### src/hdl/ctfr_pkg.sv
`timescale 1ns / 1ps
// ----------------------------------------------------------------------------
// ctfr_pkg
// Shared types, codes and helpers of the CAN transport frame receiver.
// ----------------------------------------------------------------------------
package ctfr_pkg;

  localparam int MAX_FRAME_BYTES_DEF = 64;
  localparam int FIFO_DEPTH          = 4;
  localparam int IN_TDATA_W          = 16;
  localparam int OUT_TDATA_W         = 152;
  localparam int CFG_ADDR_W          = 3;

  // register index, taken from address bit 2
  localparam logic REG_EXT_ADDR = 1'b0;
  localparam logic REG_BUF_SIZE = 1'b1;

  localparam logic [31:0] BUF_SIZE_RST = 32'd4095;

  // frame types
  localparam logic [1:0] KIND_SF = 2'd0;
  localparam logic [1:0] KIND_FF = 2'd1;
  localparam logic [1:0] KIND_CF = 2'd2;
  localparam logic [1:0] KIND_FC = 2'd3;

  // frame status codes
  localparam logic [2:0] ST_OK      = 3'd0;
  localparam logic [2:0] ST_BAD     = 3'd1;
  localparam logic [2:0] ST_NOTSUP  = 3'd2;
  localparam logic [2:0] ST_NOBUF   = 3'd3;
  localparam logic [2:0] ST_NOSPACE = 3'd4;
  localparam logic [2:0] ST_SEQ     = 3'd5;

  // flow states
  localparam logic [1:0] FLOW_CTS  = 2'd0;
  localparam logic [1:0] FLOW_WAIT = 2'd1;
  localparam logic [1:0] FLOW_OVFL = 2'd2;

  // protocol control bytes
  localparam logic [7:0] PCI_FC_CTS  = 8'h30;
  localparam logic [7:0] PCI_FC_WAIT = 8'h31;
  localparam logic [7:0] PCI_FC_OVFL = 8'h32;
  localparam logic [3:0] PCI_SF      = 4'h0;
  localparam logic [3:0] PCI_FF      = 4'h1;
  localparam logic [3:0] PCI_CF      = 4'h2;

  localparam logic [7:0]  STMIN_US_LO  = 8'hf1;
  localparam logic [7:0]  STMIN_US_HI  = 8'hf9;
  localparam logic [7:0]  STMIN_MS_HI  = 8'h7f;
  localparam logic [16:0] STMIN_MAX_US = 17'd127000;

  localparam logic RES_PAYLOAD = 1'b0;
  localparam logic RES_STATUS  = 1'b1;

  typedef struct packed {
    logic        kind;
    logic        last;
    logic [7:0]  pay_byte;
    logic [31:0] pay_off;
    logic [2:0]  status;
    logic [5:0]  byte_count;
    logic [31:0] msg_len;
    logic [31:0] rem_len;
    logic [1:0]  flow_status;
    logic [7:0]  block_size;
    logic [16:0] sep_us;
    logic [7:0]  addr_ext;
  } row_t;

  // STmin byte to microseconds
  function automatic logic [16:0] stmin_to_usec(input logic [7:0] p);
    logic [16:0] r;
    if (p == 8'h00) begin
      r = 17'd0;
    end else if (p >= STMIN_US_LO && p <= STMIN_US_HI) begin
      r = 17'(17'(p[3:0]) * 17'd100);
    end else if (p <= STMIN_MS_HI) begin
      r = 17'(17'(p[6:0]) * 17'd1000);
    end else begin
      r = STMIN_MAX_US;
    end
    return r;
  endfunction

endpackage

### src/hdl/can_transport_frame_receiver_unit.sv
`timescale 1ns / 1ps
// ----------------------------------------------------------------------------
// can_transport_frame_receiver_unit
// Transport-layer receive parser: one CAN frame byte per beat, payload beats
// with message offsets and one status beat at the end of every frame.
// ----------------------------------------------------------------------------
// Data path: a byte's first result beat passes through the input register, then
// the result queue.
// Throughput: one input byte per cycle while the result queue holds at most two
// entries; the last byte of a frame adds a second result beat, so sustained rate is
// set by the output port at one beat per cycle through a four-entry result queue.
// Reset: synchronous, clears all parser state and the queue, buffer size 4095.
module can_transport_frame_receiver_unit #(
  parameter int MAX_FRAME_BYTES = ctfr_pkg::MAX_FRAME_BYTES_DEF
) (
  input  logic                              clk,
  input  logic                              rst_n,
  // input stream
  input  logic                              in_tvalid,
  output logic                              in_tready,
  input  logic [ctfr_pkg::IN_TDATA_W-1:0]   in_tdata,   // frame_length[6:0], frame_byte[14:7]
  input  logic [1:0]                        in_tuser,   // command[1:0]
  // result stream
  output logic                              out_tvalid,
  input  logic                              out_tready,
  output logic [ctfr_pkg::OUT_TDATA_W-1:0]  out_tdata,  // payload_byte, payload_offset,
                                                        // status, byte_count,
                                                        // message_length,
                                                        // remaining_length, flow_status,
                                                        // block_size, separation_usec,
                                                        // address_extension
  output logic [0:0]                        out_tuser,  // result_kind[0]
  output logic                              out_tlast,  // result_last
  // configuration
  input  logic                              cfg_psel,
  input  logic                              cfg_penable,
  input  logic                              cfg_pwrite,
  input  logic [ctfr_pkg::CFG_ADDR_W-1:0]   cfg_paddr,
  input  logic [31:0]                       cfg_pwdata,
  output logic [31:0]                       cfg_prdata,
  output logic                              cfg_pready
);

  localparam int LW    = $clog2(MAX_FRAME_BYTES + 1);
  localparam int PW    = $clog2(ctfr_pkg::FIFO_DEPTH);
  localparam int CW    = $clog2(ctfr_pkg::FIFO_DEPTH + 1);
  localparam logic [6:0] MAX_LEN7 = 7'(MAX_FRAME_BYTES);

  // configuration
  logic        ext_r;
  logic [31:0] buf_r;

  // input register
  logic        in_v_r;
  logic [1:0]  in_cmd_r;
  logic [6:0]  in_len_r;
  logic [7:0]  in_byte_r;

  // parser state
  logic [LW-1:0] pos_r,    pos_nxt;
  logic [2:0]    err_r,    err_nxt;
  logic [31:0]   hlen_r,   hlen_nxt;
  logic [31:0]   total_r,  total_nxt;
  logic [31:0]   rem_r,    rem_nxt;
  logic [3:0]    seq_r,    seq_nxt;
  logic [5:0]    copied_r, copied_nxt;
  logic [7:0]    cext_r,   cext_nxt;
  logic [1:0]    flow_r,   flow_nxt;
  logic [7:0]    fbs_r,    fbs_nxt;
  logic [16:0]   fsep_r,   fsep_nxt;
  logic [1:0]    kind_r,   kind_nxt;
  logic [LW-1:0] len_r,    len_nxt;
  logic [7:0]    pext_r,   pext_nxt;
  logic          hdone_r,  hdone_nxt;

  logic          push_pay, push_st;
  logic [7:0]    pay_byte;
  logic [31:0]   pay_off;
  logic [LW-1:0] rel;
  logic [6:0]    fl_w;
  logic [7:0]    sf_lim;

  // result queue
  ctfr_pkg::row_t fifo_r [ctfr_pkg::FIFO_DEPTH];
  logic [PW-1:0]  wr_ptr_r, rd_ptr_r;
  logic [CW-1:0]  cnt_r;
  ctfr_pkg::row_t pay_row, st_row, row0, rd_row;
  logic [1:0]     n_push;
  logic           advance, pop, in_acc, cfg_wr;

  // --------------------------------------------------------------------------
  // configuration port
  // --------------------------------------------------------------------------
  assign cfg_pready = 1'b1;
  assign cfg_wr     = cfg_psel & cfg_penable & cfg_pwrite & cfg_pready;
  assign cfg_prdata = (cfg_paddr[2] == ctfr_pkg::REG_BUF_SIZE) ? buf_r : {31'b0, ext_r};

  always_ff @(posedge clk) begin
    if (!rst_n) begin
      ext_r <= 1'b0;
      buf_r <= ctfr_pkg::BUF_SIZE_RST;
    end else if (cfg_wr) begin
      unique case (cfg_paddr[2])
        ctfr_pkg::REG_EXT_ADDR: ext_r <= cfg_pwdata[0];
        ctfr_pkg::REG_BUF_SIZE: buf_r <= cfg_pwdata;
        default: ;
      endcase
    end
  end

  // --------------------------------------------------------------------------
  // input register
  // --------------------------------------------------------------------------
  assign advance   = in_v_r && (cnt_r <= CW'(ctfr_pkg::FIFO_DEPTH - 2));
  assign in_tready = !in_v_r || advance;
  assign in_acc    = in_tvalid && in_tready;

  always_ff @(posedge clk) begin
    if (!rst_n) begin
      in_v_r <= 1'b0;
    end else if (in_acc) begin
      in_v_r <= 1'b1;
    end else if (advance) begin
      in_v_r <= 1'b0;
    end
  end

  always_ff @(posedge clk) begin
    if (in_acc) begin
      in_cmd_r  <= in_tuser;
      in_len_r  <= in_tdata[6:0];
      in_byte_r <= in_tdata[14:7];
    end
  end

  // --------------------------------------------------------------------------
  // frame parser
  // --------------------------------------------------------------------------
  always_comb begin
    pos_nxt    = pos_r;
    err_nxt    = err_r;
    hlen_nxt   = hlen_r;
    total_nxt  = total_r;
    rem_nxt    = rem_r;
    seq_nxt    = seq_r;
    copied_nxt = copied_r;
    cext_nxt   = cext_r;
    flow_nxt   = flow_r;
    fbs_nxt    = fbs_r;
    fsep_nxt   = fsep_r;
    kind_nxt   = kind_r;
    len_nxt    = len_r;
    pext_nxt   = pext_r;
    hdone_nxt  = hdone_r;
    push_pay   = 1'b0;
    push_st    = 1'b0;
    pay_byte   = 8'd0;
    pay_off    = 32'd0;

    // latch frame type and length on the first byte
    fl_w = (in_len_r == 7'd0) ? 7'd1 : in_len_r;
    if (fl_w > MAX_LEN7) fl_w = MAX_LEN7;
    if (pos_r == '0) begin
      kind_nxt   = in_cmd_r;
      len_nxt    = LW'(fl_w);
      err_nxt    = ctfr_pkg::ST_OK;
      hlen_nxt   = 32'd0;
      copied_nxt = 6'd0;
      hdone_nxt  = 1'b0;
    end

    rel    = pos_r - LW'(ext_r);
    sf_lim = 8'(len_nxt) - 8'd2 - 8'(ext_r);

    if (ext_r && pos_r == '0) begin
      pext_nxt = in_byte_r;
      if (kind_nxt == ctfr_pkg::KIND_FC) cext_nxt = in_byte_r;
    end else if (err_nxt == ctfr_pkg::ST_OK) begin
      case (kind_nxt)
        ctfr_pkg::KIND_SF: begin
          if (hdone_nxt) begin
            if ({26'b0, copied_nxt} < hlen_nxt) begin
              push_pay   = 1'b1;
              pay_byte   = in_byte_r;
              pay_off    = {26'b0, copied_nxt};
              copied_nxt = copied_nxt + 6'd1;
            end
          end else if (rel == '0) begin
            if (in_byte_r[7:4] != ctfr_pkg::PCI_SF) begin
              err_nxt = ctfr_pkg::ST_BAD;
            end else begin
              if (ext_r) cext_nxt = pext_nxt;
              if (len_nxt <= LW'(8)) begin
                hlen_nxt  = {28'b0, in_byte_r[3:0]};
                hdone_nxt = 1'b1;
                if (in_byte_r[3:0] == 4'd0 || in_byte_r[3:0] > (4'd7 - 4'(ext_r)))
                  err_nxt = ctfr_pkg::ST_NOTSUP;
                else if (hlen_nxt > buf_r)
                  err_nxt = ctfr_pkg::ST_NOBUF;
              end
            end
          end else begin
            // escaped length byte
            hlen_nxt  = {24'b0, in_byte_r};
            hdone_nxt = 1'b1;
            if (in_byte_r <= (8'd7 - 8'(ext_r)) || in_byte_r > sf_lim)
              err_nxt = ctfr_pkg::ST_NOTSUP;
            else if (hlen_nxt > buf_r)
              err_nxt = ctfr_pkg::ST_NOBUF;
          end
        end
        ctfr_pkg::KIND_FF: begin
          if (hdone_nxt) begin
            if (rem_nxt != 32'd0) begin
              push_pay = 1'b1;
              pay_byte = in_byte_r;
              pay_off  = total_nxt - rem_nxt;
              rem_nxt  = rem_nxt - 32'd1;
              copied_nxt = copied_nxt + 6'd1;
            end
          end else begin
            if (rel == '0) begin
              if (in_byte_r[7:4] != ctfr_pkg::PCI_FF) begin
                err_nxt = ctfr_pkg::ST_BAD;
              end else begin
                if (ext_r) cext_nxt = pext_nxt;
                hlen_nxt = {20'b0, in_byte_r[3:0], 8'b0};
              end
            end else if (rel == LW'(1)) begin
              hlen_nxt  = hlen_nxt | {24'b0, in_byte_r};
              hdone_nxt = (hlen_nxt != 32'd0);
            end else begin
              hlen_nxt  = {hlen_nxt[23:0], in_byte_r};
              hdone_nxt = (rel == LW'(5));
            end
            // header complete: check space and open the message
            if (hdone_nxt) begin
              if (hlen_nxt > buf_r) begin
                err_nxt = ctfr_pkg::ST_NOSPACE;
              end else begin
                total_nxt = hlen_nxt;
                rem_nxt   = hlen_nxt;
                seq_nxt   = 4'd1;
              end
            end
          end
        end
        ctfr_pkg::KIND_CF: begin
          if (hdone_nxt) begin
            if (rem_nxt != 32'd0) begin
              push_pay = 1'b1;
              pay_byte = in_byte_r;
              pay_off  = total_nxt - rem_nxt;
              rem_nxt  = rem_nxt - 32'd1;
              copied_nxt = copied_nxt + 6'd1;
            end
          end else if (in_byte_r[7:4] != ctfr_pkg::PCI_CF) begin
            err_nxt = ctfr_pkg::ST_BAD;
          end else if (in_byte_r[3:0] != seq_nxt) begin
            err_nxt = ctfr_pkg::ST_SEQ;
          end else begin
            seq_nxt   = seq_nxt + 4'd1;
            if (ext_r) cext_nxt = pext_nxt;
            hdone_nxt = 1'b1;
          end
        end
        default: begin
          if (rel == '0) begin
            if (in_byte_r == ctfr_pkg::PCI_FC_CTS)       flow_nxt = ctfr_pkg::FLOW_CTS;
            else if (in_byte_r == ctfr_pkg::PCI_FC_WAIT) flow_nxt = ctfr_pkg::FLOW_WAIT;
            else if (in_byte_r == ctfr_pkg::PCI_FC_OVFL) flow_nxt = ctfr_pkg::FLOW_OVFL;
            else                                         err_nxt  = ctfr_pkg::ST_BAD;
          end else if (rel == LW'(1)) begin
            fbs_nxt = in_byte_r;
          end else if (rel == LW'(2)) begin
            fsep_nxt  = ctfr_pkg::stmin_to_usec(in_byte_r);
            hdone_nxt = 1'b1;
          end
        end
      endcase
    end

    // end of frame: close with a status beat
    if (({1'b0, pos_r} + (LW + 1)'(1)) >= {1'b0, len_nxt}) begin
      push_st = 1'b1;
      if (!hdone_nxt && err_nxt == ctfr_pkg::ST_OK) err_nxt = ctfr_pkg::ST_BAD;
      if (kind_nxt == ctfr_pkg::KIND_SF && err_nxt == ctfr_pkg::ST_OK) begin
        total_nxt = 32'd0;
        rem_nxt   = 32'd0;
        flow_nxt  = ctfr_pkg::FLOW_CTS;
        fbs_nxt   = 8'd0;
        fsep_nxt  = 17'd0;
      end
      pos_nxt = '0;
    end else begin
      pos_nxt = pos_r + LW'(1);
    end
  end

  always_ff @(posedge clk) begin
    if (!rst_n) begin
      pos_r    <= '0;
      err_r    <= ctfr_pkg::ST_OK;
      hlen_r   <= 32'd0;
      total_r  <= 32'd0;
      rem_r    <= 32'd0;
      seq_r    <= 4'd0;
      copied_r <= 6'd0;
      cext_r   <= 8'd0;
      flow_r   <= ctfr_pkg::FLOW_CTS;
      fbs_r    <= 8'd0;
      fsep_r   <= 17'd0;
      kind_r   <= ctfr_pkg::KIND_SF;
      len_r    <= LW'(1);
      pext_r   <= 8'd0;
      hdone_r  <= 1'b0;
    end else if (advance) begin
      pos_r    <= pos_nxt;
      err_r    <= err_nxt;
      hlen_r   <= hlen_nxt;
      total_r  <= total_nxt;
      rem_r    <= rem_nxt;
      seq_r    <= seq_nxt;
      copied_r <= copied_nxt;
      cext_r   <= cext_nxt;
      flow_r   <= flow_nxt;
      fbs_r    <= fbs_nxt;
      fsep_r   <= fsep_nxt;
      kind_r   <= kind_nxt;
      len_r    <= len_nxt;
      pext_r   <= pext_nxt;
      hdone_r  <= hdone_nxt;
    end
  end

  // --------------------------------------------------------------------------
  // result queue
  // --------------------------------------------------------------------------
  always_comb begin
    pay_row          = '0;
    pay_row.kind     = ctfr_pkg::RES_PAYLOAD;
    pay_row.pay_byte = pay_byte;
    pay_row.pay_off  = pay_off;

    st_row             = '0;
    st_row.kind        = ctfr_pkg::RES_STATUS;
    st_row.last        = 1'b1;
    st_row.status      = err_nxt;
    st_row.byte_count  = copied_nxt;
    st_row.msg_len     = ((kind_nxt == ctfr_pkg::KIND_SF || kind_nxt == ctfr_pkg::KIND_FF)
                          && hdone_nxt) ? hlen_nxt : total_nxt;
    st_row.rem_len     = rem_nxt;
    st_row.flow_status = flow_nxt;
    st_row.block_size  = fbs_nxt;
    st_row.sep_us      = fsep_nxt;
    st_row.addr_ext    = cext_nxt;

    row0   = push_pay ? pay_row : st_row;
    n_push = {1'b0, push_pay} + {1'b0, push_st};
  end

  assign pop = out_tvalid && out_tready;

  always_ff @(posedge clk) begin
    if (advance && n_push != 2'd0) fifo_r[wr_ptr_r] <= row0;
    if (advance && n_push == 2'd2) fifo_r[wr_ptr_r + PW'(1)] <= st_row;
  end

  always_ff @(posedge clk) begin
    if (!rst_n) begin
      wr_ptr_r <= '0;
      rd_ptr_r <= '0;
      cnt_r    <= '0;
    end else begin
      if (advance) wr_ptr_r <= wr_ptr_r + PW'(n_push);
      if (pop)     rd_ptr_r <= rd_ptr_r + PW'(1);
      cnt_r <= cnt_r + (advance ? CW'(n_push) : CW'(0)) - CW'(pop);
    end
  end

  assign rd_row     = fifo_r[rd_ptr_r];
  assign out_tvalid = (cnt_r != '0);
  assign out_tuser  = rd_row.kind;
  assign out_tlast  = rd_row.last;
  assign out_tdata  = {4'b0, rd_row.addr_ext, rd_row.sep_us, rd_row.block_size,
                       rd_row.flow_status, rd_row.rem_len, rd_row.msg_len,
                       rd_row.byte_count, rd_row.status, rd_row.pay_off,
                       rd_row.pay_byte};

  // --------------------------------------------------------------------------
  // assertions
  // --------------------------------------------------------------------------
  a_fifo_bound: assert property (@(posedge clk) disable iff (!rst_n)
    cnt_r <= CW'(ctfr_pkg::FIFO_DEPTH))
    else $error("result queue overfilled");

  a_pos_in_frame: assert property (@(posedge clk) disable iff (!rst_n)
    pos_r != '0 |-> pos_r < len_r)
    else $error("byte position past frame length");

  a_status_closes: assert property (@(posedge clk) disable iff (!rst_n)
    advance && push_st |=> pos_r == '0)
    else $error("status beat pushed without closing the frame");

endmodule
### config.mk
export PLATFORM = sky130hd
export DESIGN_NAME = can_transport_frame_receiver_unit
export DESIGN_NICKNAME = d
export VERILOG_FILES = /design/src/hdl/ctfr_pkg.sv /design/src/hdl/can_transport_frame_receiver_unit.sv
export SDC_FILE = /design/constraint.sdc
export NUM_CORES = 2
export LEC_CHECK = 0
export BUFFER_PORTS_ARGS = -buffer_cell sky130_fd_sc_hd__buf_2
export CAP_MARGIN = 5
export CORE_UTILIZATION = 60
export CTS_CLUSTER_DIAMETER = 50
export DETAILED_ROUTE_END_ITERATION = 7
export GPL_ROUTABILITY_DRIVEN = 0
export PLACE_DENSITY_LB_ADDON = 0.3
export SLEW_MARGIN = 20
export SYNTH_ARGS = -nofsm -noshare
export SYNTH_HDL_FRONTEND = slang
export SYNTH_SLANG_ARGS = --single-unit
export TNS_END_PERCENT = 1
### constraint.sdc
create_clock -name clk -period 13.15 [get_ports clk]
set_clock_uncertainty 0.1 [all_clocks]
set_input_delay 3.945 -clock clk [delete_from_list [all_inputs] [get_ports clk]]
set_output_delay 3.945 -clock clk [all_outputs]
set_load 0.005 [all_outputs]
# Word level (Yosys, flattened, before mapping)
# Memory sizes are Yosys's and may differ from the RTL's. A register that Yosys moved wholly into a read port is not among the register bits.
# Cells that the tools add are included.
totals:
  ram_bits: 600
  mem_count: 1
  rom_bits: 0
  in_bits: 60
  out_inout_bits: 189
  register_bits: 227
  latchBits: 0
op_classes:
  n_mux: 177
  div: 0
  add_sub_neg: 17
  n_eq_ne: 19
  magnitude_cmp: 14
  n_reduce_logical: 38
  n_shift: 0
  bitwise_logic: 5
  multipliers: 2
mem_list:
  columns: ["memory", "depth", "word_bits", "rd", "rd_ports_with_merged_regs", "write_ports", "line", "text"]
  rows:
  - ["fifo_r", 4, 150, 1, 1, 2, "can_transport_frame_receiver_unit.sv:84", "ctfr_pkg::row_t fifo_r [ctfr_pkg::FIFO_DEPTH];"]
op_table:
  columns: ["op", "count"]
  rows:
  - ["32-bit two-way mux", 38]
  - ["8-bit two-way mux", 26]
  - ["32-bit case mux with 2 select lines", 3]
  - ["17-bit two-way mux", 11]
  - ["150-bit two-way mux", 1]
  - ["3-bit two-way mux", 26]
  - ["32-bit nonzero test", 2]
  - ["6-bit two-way mux", 9]
  - ["1-bit two-way mux", 33]
  - ["32-bit greater-than comparator", 1]
  - ["4-bit by 32-bit greater-than comparator with 1-bit output", 1]
  - ["8-bit by 32-bit greater-than comparator with 1-bit output", 1]
  - ["6-bit by 32-bit less-than comparator with 1-bit output", 1]
  - ["32-bit by 8-bit bitwise OR with 32-bit output", 1]
  - ["32-bit by 1-bit subtractor with 32-bit output, second input constant", 1]
  - ["32-bit subtractor", 1]
  - ["7-bit two-way mux", 4]
  - ["2-bit two-way mux", 13]
  - ["8-bit by 6-bit equality test with 1-bit output, second input constant", 3]
  - ["4-bit two-way mux", 6]
  - ["8-bit case mux with 3 select lines", 1]
  - ["7-bit zero test", 3]
  - ["8-bit case mux with 2 select lines", 1]
  - ["7-bit by 7-bit multiplier with 14-bit output, second input constant", 1]
  - ["54 further kinds", 84]

# Longest topological paths before layout
logic_depth:
  word_depth: 26
  depth_mapped: 31
  ltp_nobuf: 24

# Least setup slack after synthesis
# No wires, ideal clock.
synth_timing:
  path_type: "input port to output port"
  from: "input cfg_paddr[2] (netlist name)"
  to: "output cfg_prdata[10]"
  slack_ns: 4.715
  path_buffers: 1
  arrival_ns: 4.390
  stages: 3
  cell_sequence: "inv_1 > clkbuf_1 > nor2_1"
synth_between:
  elab_chain_cells: 1
synth_lines:
  columns: ["element", "line", "text"]
  rows:
  - ["from (decl)", "can_transport_frame_receiver_unit.sv:38", "input logic [ctfr_pkg::CFG_ADDR_W-1:0] cfg_paddr,"]
  - ["32-bit two-way mux", "can_transport_frame_receiver_unit.sv:96", "assign cfg_prdata = (cfg_paddr[2] == ctfr_pkg::REG_BUF_SIZE) ? buf_r : {31'b0, ext_r};"]
  - ["to (decl)", "can_transport_frame_receiver_unit.sv:40", "output logic [31:0] cfg_prdata,"]
# No other way between the ends.

# Worst setup path in the final report
layout_timing:
  from: "input cfg_paddr[2] (netlist name)"
  to: "output cfg_prdata[16]"
# The elaborated chain is that of the path after synthesis.

==> results_dict.tcl <==
set metrics [dict create \
    outcome "finished with violations" \
    violations "design-rule violations" \
    crit_fanout 32 \
    holdWs_ps 349 \
    postRouteAntennaNets 0 \
    peakVddDrop_mv 0.106 \
    ys.flop_type "edfxtp_1" \
    grt_pass1_vias 32800 \
    drc 5 \
    final-setup-viol-count 0 \
    worst_pin_slew_ps 1240 \
    tns_ps 0 \
    syn_inst 4179 \
    async_flop_share_pct 0 \
    synth_top_cell_by_area "edfxtp_1" \
    avgSynthCellArea_sq_um 10.2 \
    vias 35200 \
    drv_cap 0 \
    p_total_w 0.00770 \
    fillCellCount 5195 \
    wl_per_cell_microns 24.4 \
    dp_hpwl_microns 85700 \
    fin_crit_sh_pct 69.4 \
    clockPowerShare_pct 34.0 \
    synthTopCellsByArea "edfxtp_1 32%, dfxtp_1 18%, mux4_2 7.9%" \
    cts_resized 0 \
    dr.pass1.iters 8 \
    detail_route.wirelength_microns 130000 \
    r2r_end "fifo_r[3][63]$_DFFE_PP_" \
    ctsHtreeMaxLevel 3 \
    synth_cell_types 94 \
    die_h_microns 269 \
    grt_overflow 0 \
    crit_path_end_kind "output pin" \
    switching_power_w 0.00260 \
    synth-edff-count 449 \
    track_usage_pct 35.3 \
    r2r_slack_ps 5110 \
    synth_top_area_share_pct 31.6 \
    start_kind "input port" \
    dpl_worst_slack_ps 4020 \
    max-slew-margin-rel_pct 16.9 \
    pwr-share-comb_pct 29.1 \
    die_width_microns 269 \
    antenna_cells 0 \
    drive_above_1_share_pct 15.4 \
    cts_tree "done" \
    timing.fmax_ghz 0.110 \
    drv_slew 0 \
    min_to "fifo_r[1][133]$_SDFFE_PP0P_" \
    final-hold-violation-count 0 \
    coreArea_sq_mm 0.0703 \
    worstPathRequired_ps 9100 \
    slowest_stage "inv_1" \
    cts-buffers-inserted 93 \
    p_int_w 0.00510 \
    dr.first_iter.drc_count 4723 \
    worst-r2r-cell-count 23 \
    min_from "fifo_r[1][133]$_SDFFE_PP0P_" \
    yosysWarnings 0 \
    dieArea_sq_mm 0.0723 \
    antenna_found_initial 1 \
    power.density_mw_per_mm2 161 \
    p_leak_nw 18.0 \
    num_rows 97 \
    period_needed_ps 9130 \
    hp-class "reg2reg" \
    layout_common_cells "602 x nor2_1, 449 x edfxtp_1, 444 x nand2_1" \
    path_class "in2out" \
    initial_core_util_pct 60.8 \
    cts_hold_buffers 0 \
    r2r-start "pos_r[0]$_SDFFE_PN0P_" \
    ios 249 \
    worst_slack_ps 4020 \
    grt_pass1_wl_microns 194000 \
    hold_depth 2 \
    area_growth_pct 11.6 \
    grt_max_degree 119 \
    final_nets 4550 \
    path_cells "buf_2 > inv_1 > nor2_1 > buf_2" \
    post-cts-setup-buffers 0 \
    cp.arrival_ps 5080 \
    cts_sinks 825 \
    synth_seq_cells 825 \
    io_buffer_count 240 \
    cts_max_path_buffers 3 \
    switching_share_pct 33.7 \
    final_common_cell "nor2_1" \
    cpMostUsedCell "buf_2" \
    p_seq_share_pct 36.9 \
    clk_latency_ps 670 \
    rsz0062_at_grt "false" \
    synth_area_sq_mm 0.0427 \
    via_per_inst 6.62 \
    synth_seq_area_share_pct 49.2 \
    clk_pin_slew_ps 60 \
    slowest_delay_ps 710 \
    finalNonFillerCells 5320 \
    placed_cells 5147 \
    cts_root_buf "clkbuf_16" \
]
-- metal layers --
metal  up-vias  global-route usage (%)  part of all wire, %
li1      15600                       -                    -
met1     16900                    46.6                   37
met2      2343                    55.9                   46
met3       407                    7.24                   11
met4         2                    16.7                  5.0
met5         -                       0               0.0069
-- worst max-delay path by stage --
stage / depth (start not counted) / start / endpoint
finish: 4 / cfg_paddr[2] / cfg_prdata[16]
global route: 4 / cfg_paddr[2] / cfg_prdata[19]
CTS: 4 / cfg_paddr[2] / cfg_prdata[16]
detailed placement: 4 / cfg_paddr[2] / cfg_prdata[16]
global placement: 4 / cfg_paddr[2] / cfg_prdata[24]
floorplan: 3 / cfg_paddr[2] / cfg_prdata[10]
-- layout make-up --
cell class	instances	area, sq um	area share [%]
clock buffer	113	2520	5.28
clock inverter	59	579	1.21
inverter	146	558	1.17
multi-input combinational	2934	20100	42.2
sequential	825	21000	44.1
tap	940	1180	2.47
timing repair buffer	303	1700	3.56
-- cells by family after synthesis --
kind of cell    after synthesis  share of synthesized area [%]
simple gates               1491                           15.5
mux                         204                           9.20
flops                       825                           49.2
buf+inv                     423                           3.90
xor+xnor                     63                           1.29
other cells                   2                         0.0176
fa+ha+maj                   187                           5.84
compound gates              984                           15.1
-- synthesized netlist by cell type (all sizes together) (49+ instances only) --
cell and count:
nor2 604, clkbuf 209, a22o 97, o211ai 50, edfxtp 449, inv 143, ha 166, a21boi 49
buf 68, nand2 447, dfxtp 376, o21ai 308, nand3 131, mux4 149, a21oi 203
-- worst max-delay path: cells and delay by family --
kind | cells | cell delay [ps]
simple gates | 1 | 110
buf+inv | 3 | 1010
-- power by group through the flow --
stage                     Combinational (W)  Sequential, W  Clock, W
after floorplan                     0.00151        0.00285         0
after global placement              0.00214        0.00289         0
final                               0.00224        0.00284   0.00262
after global routing                0.00239        0.00285   0.00272
after CTS                           0.00218        0.00284   0.00262
after detailed placement            0.00216        0.00289         0
-- stage by stage --
stage,area (sq um),util (%)
finish,47700,67.9
global route,47700,67.9
CTS,47700,67.8
detailed placement,44600,63.4
global placement,44600,63.4
floorplan,42700,-
-- sequential cells by signal, indices dropped and copies added (netlist names), 2 cells and up, named ones only --
signal / count
buf_r: 32
cext_r: 8
cnt_r: 3
copied_r: 6
err_r: 3
fbs_r: 8
fifo_r: 596
flow_r: 2
fsep_r: 17
hlen_r: 32
in_byte_r: 8
in_cmd_r: 2
in_len_r: 7
kind_r: 2
len_r: 7
pext_r: 8
pos_r: 7
rd_ptr_r: 2
rem_r: 32
seq_r: 4
total_r: 32
wr_ptr_r: 2
(Power assumes the default switching activity.)
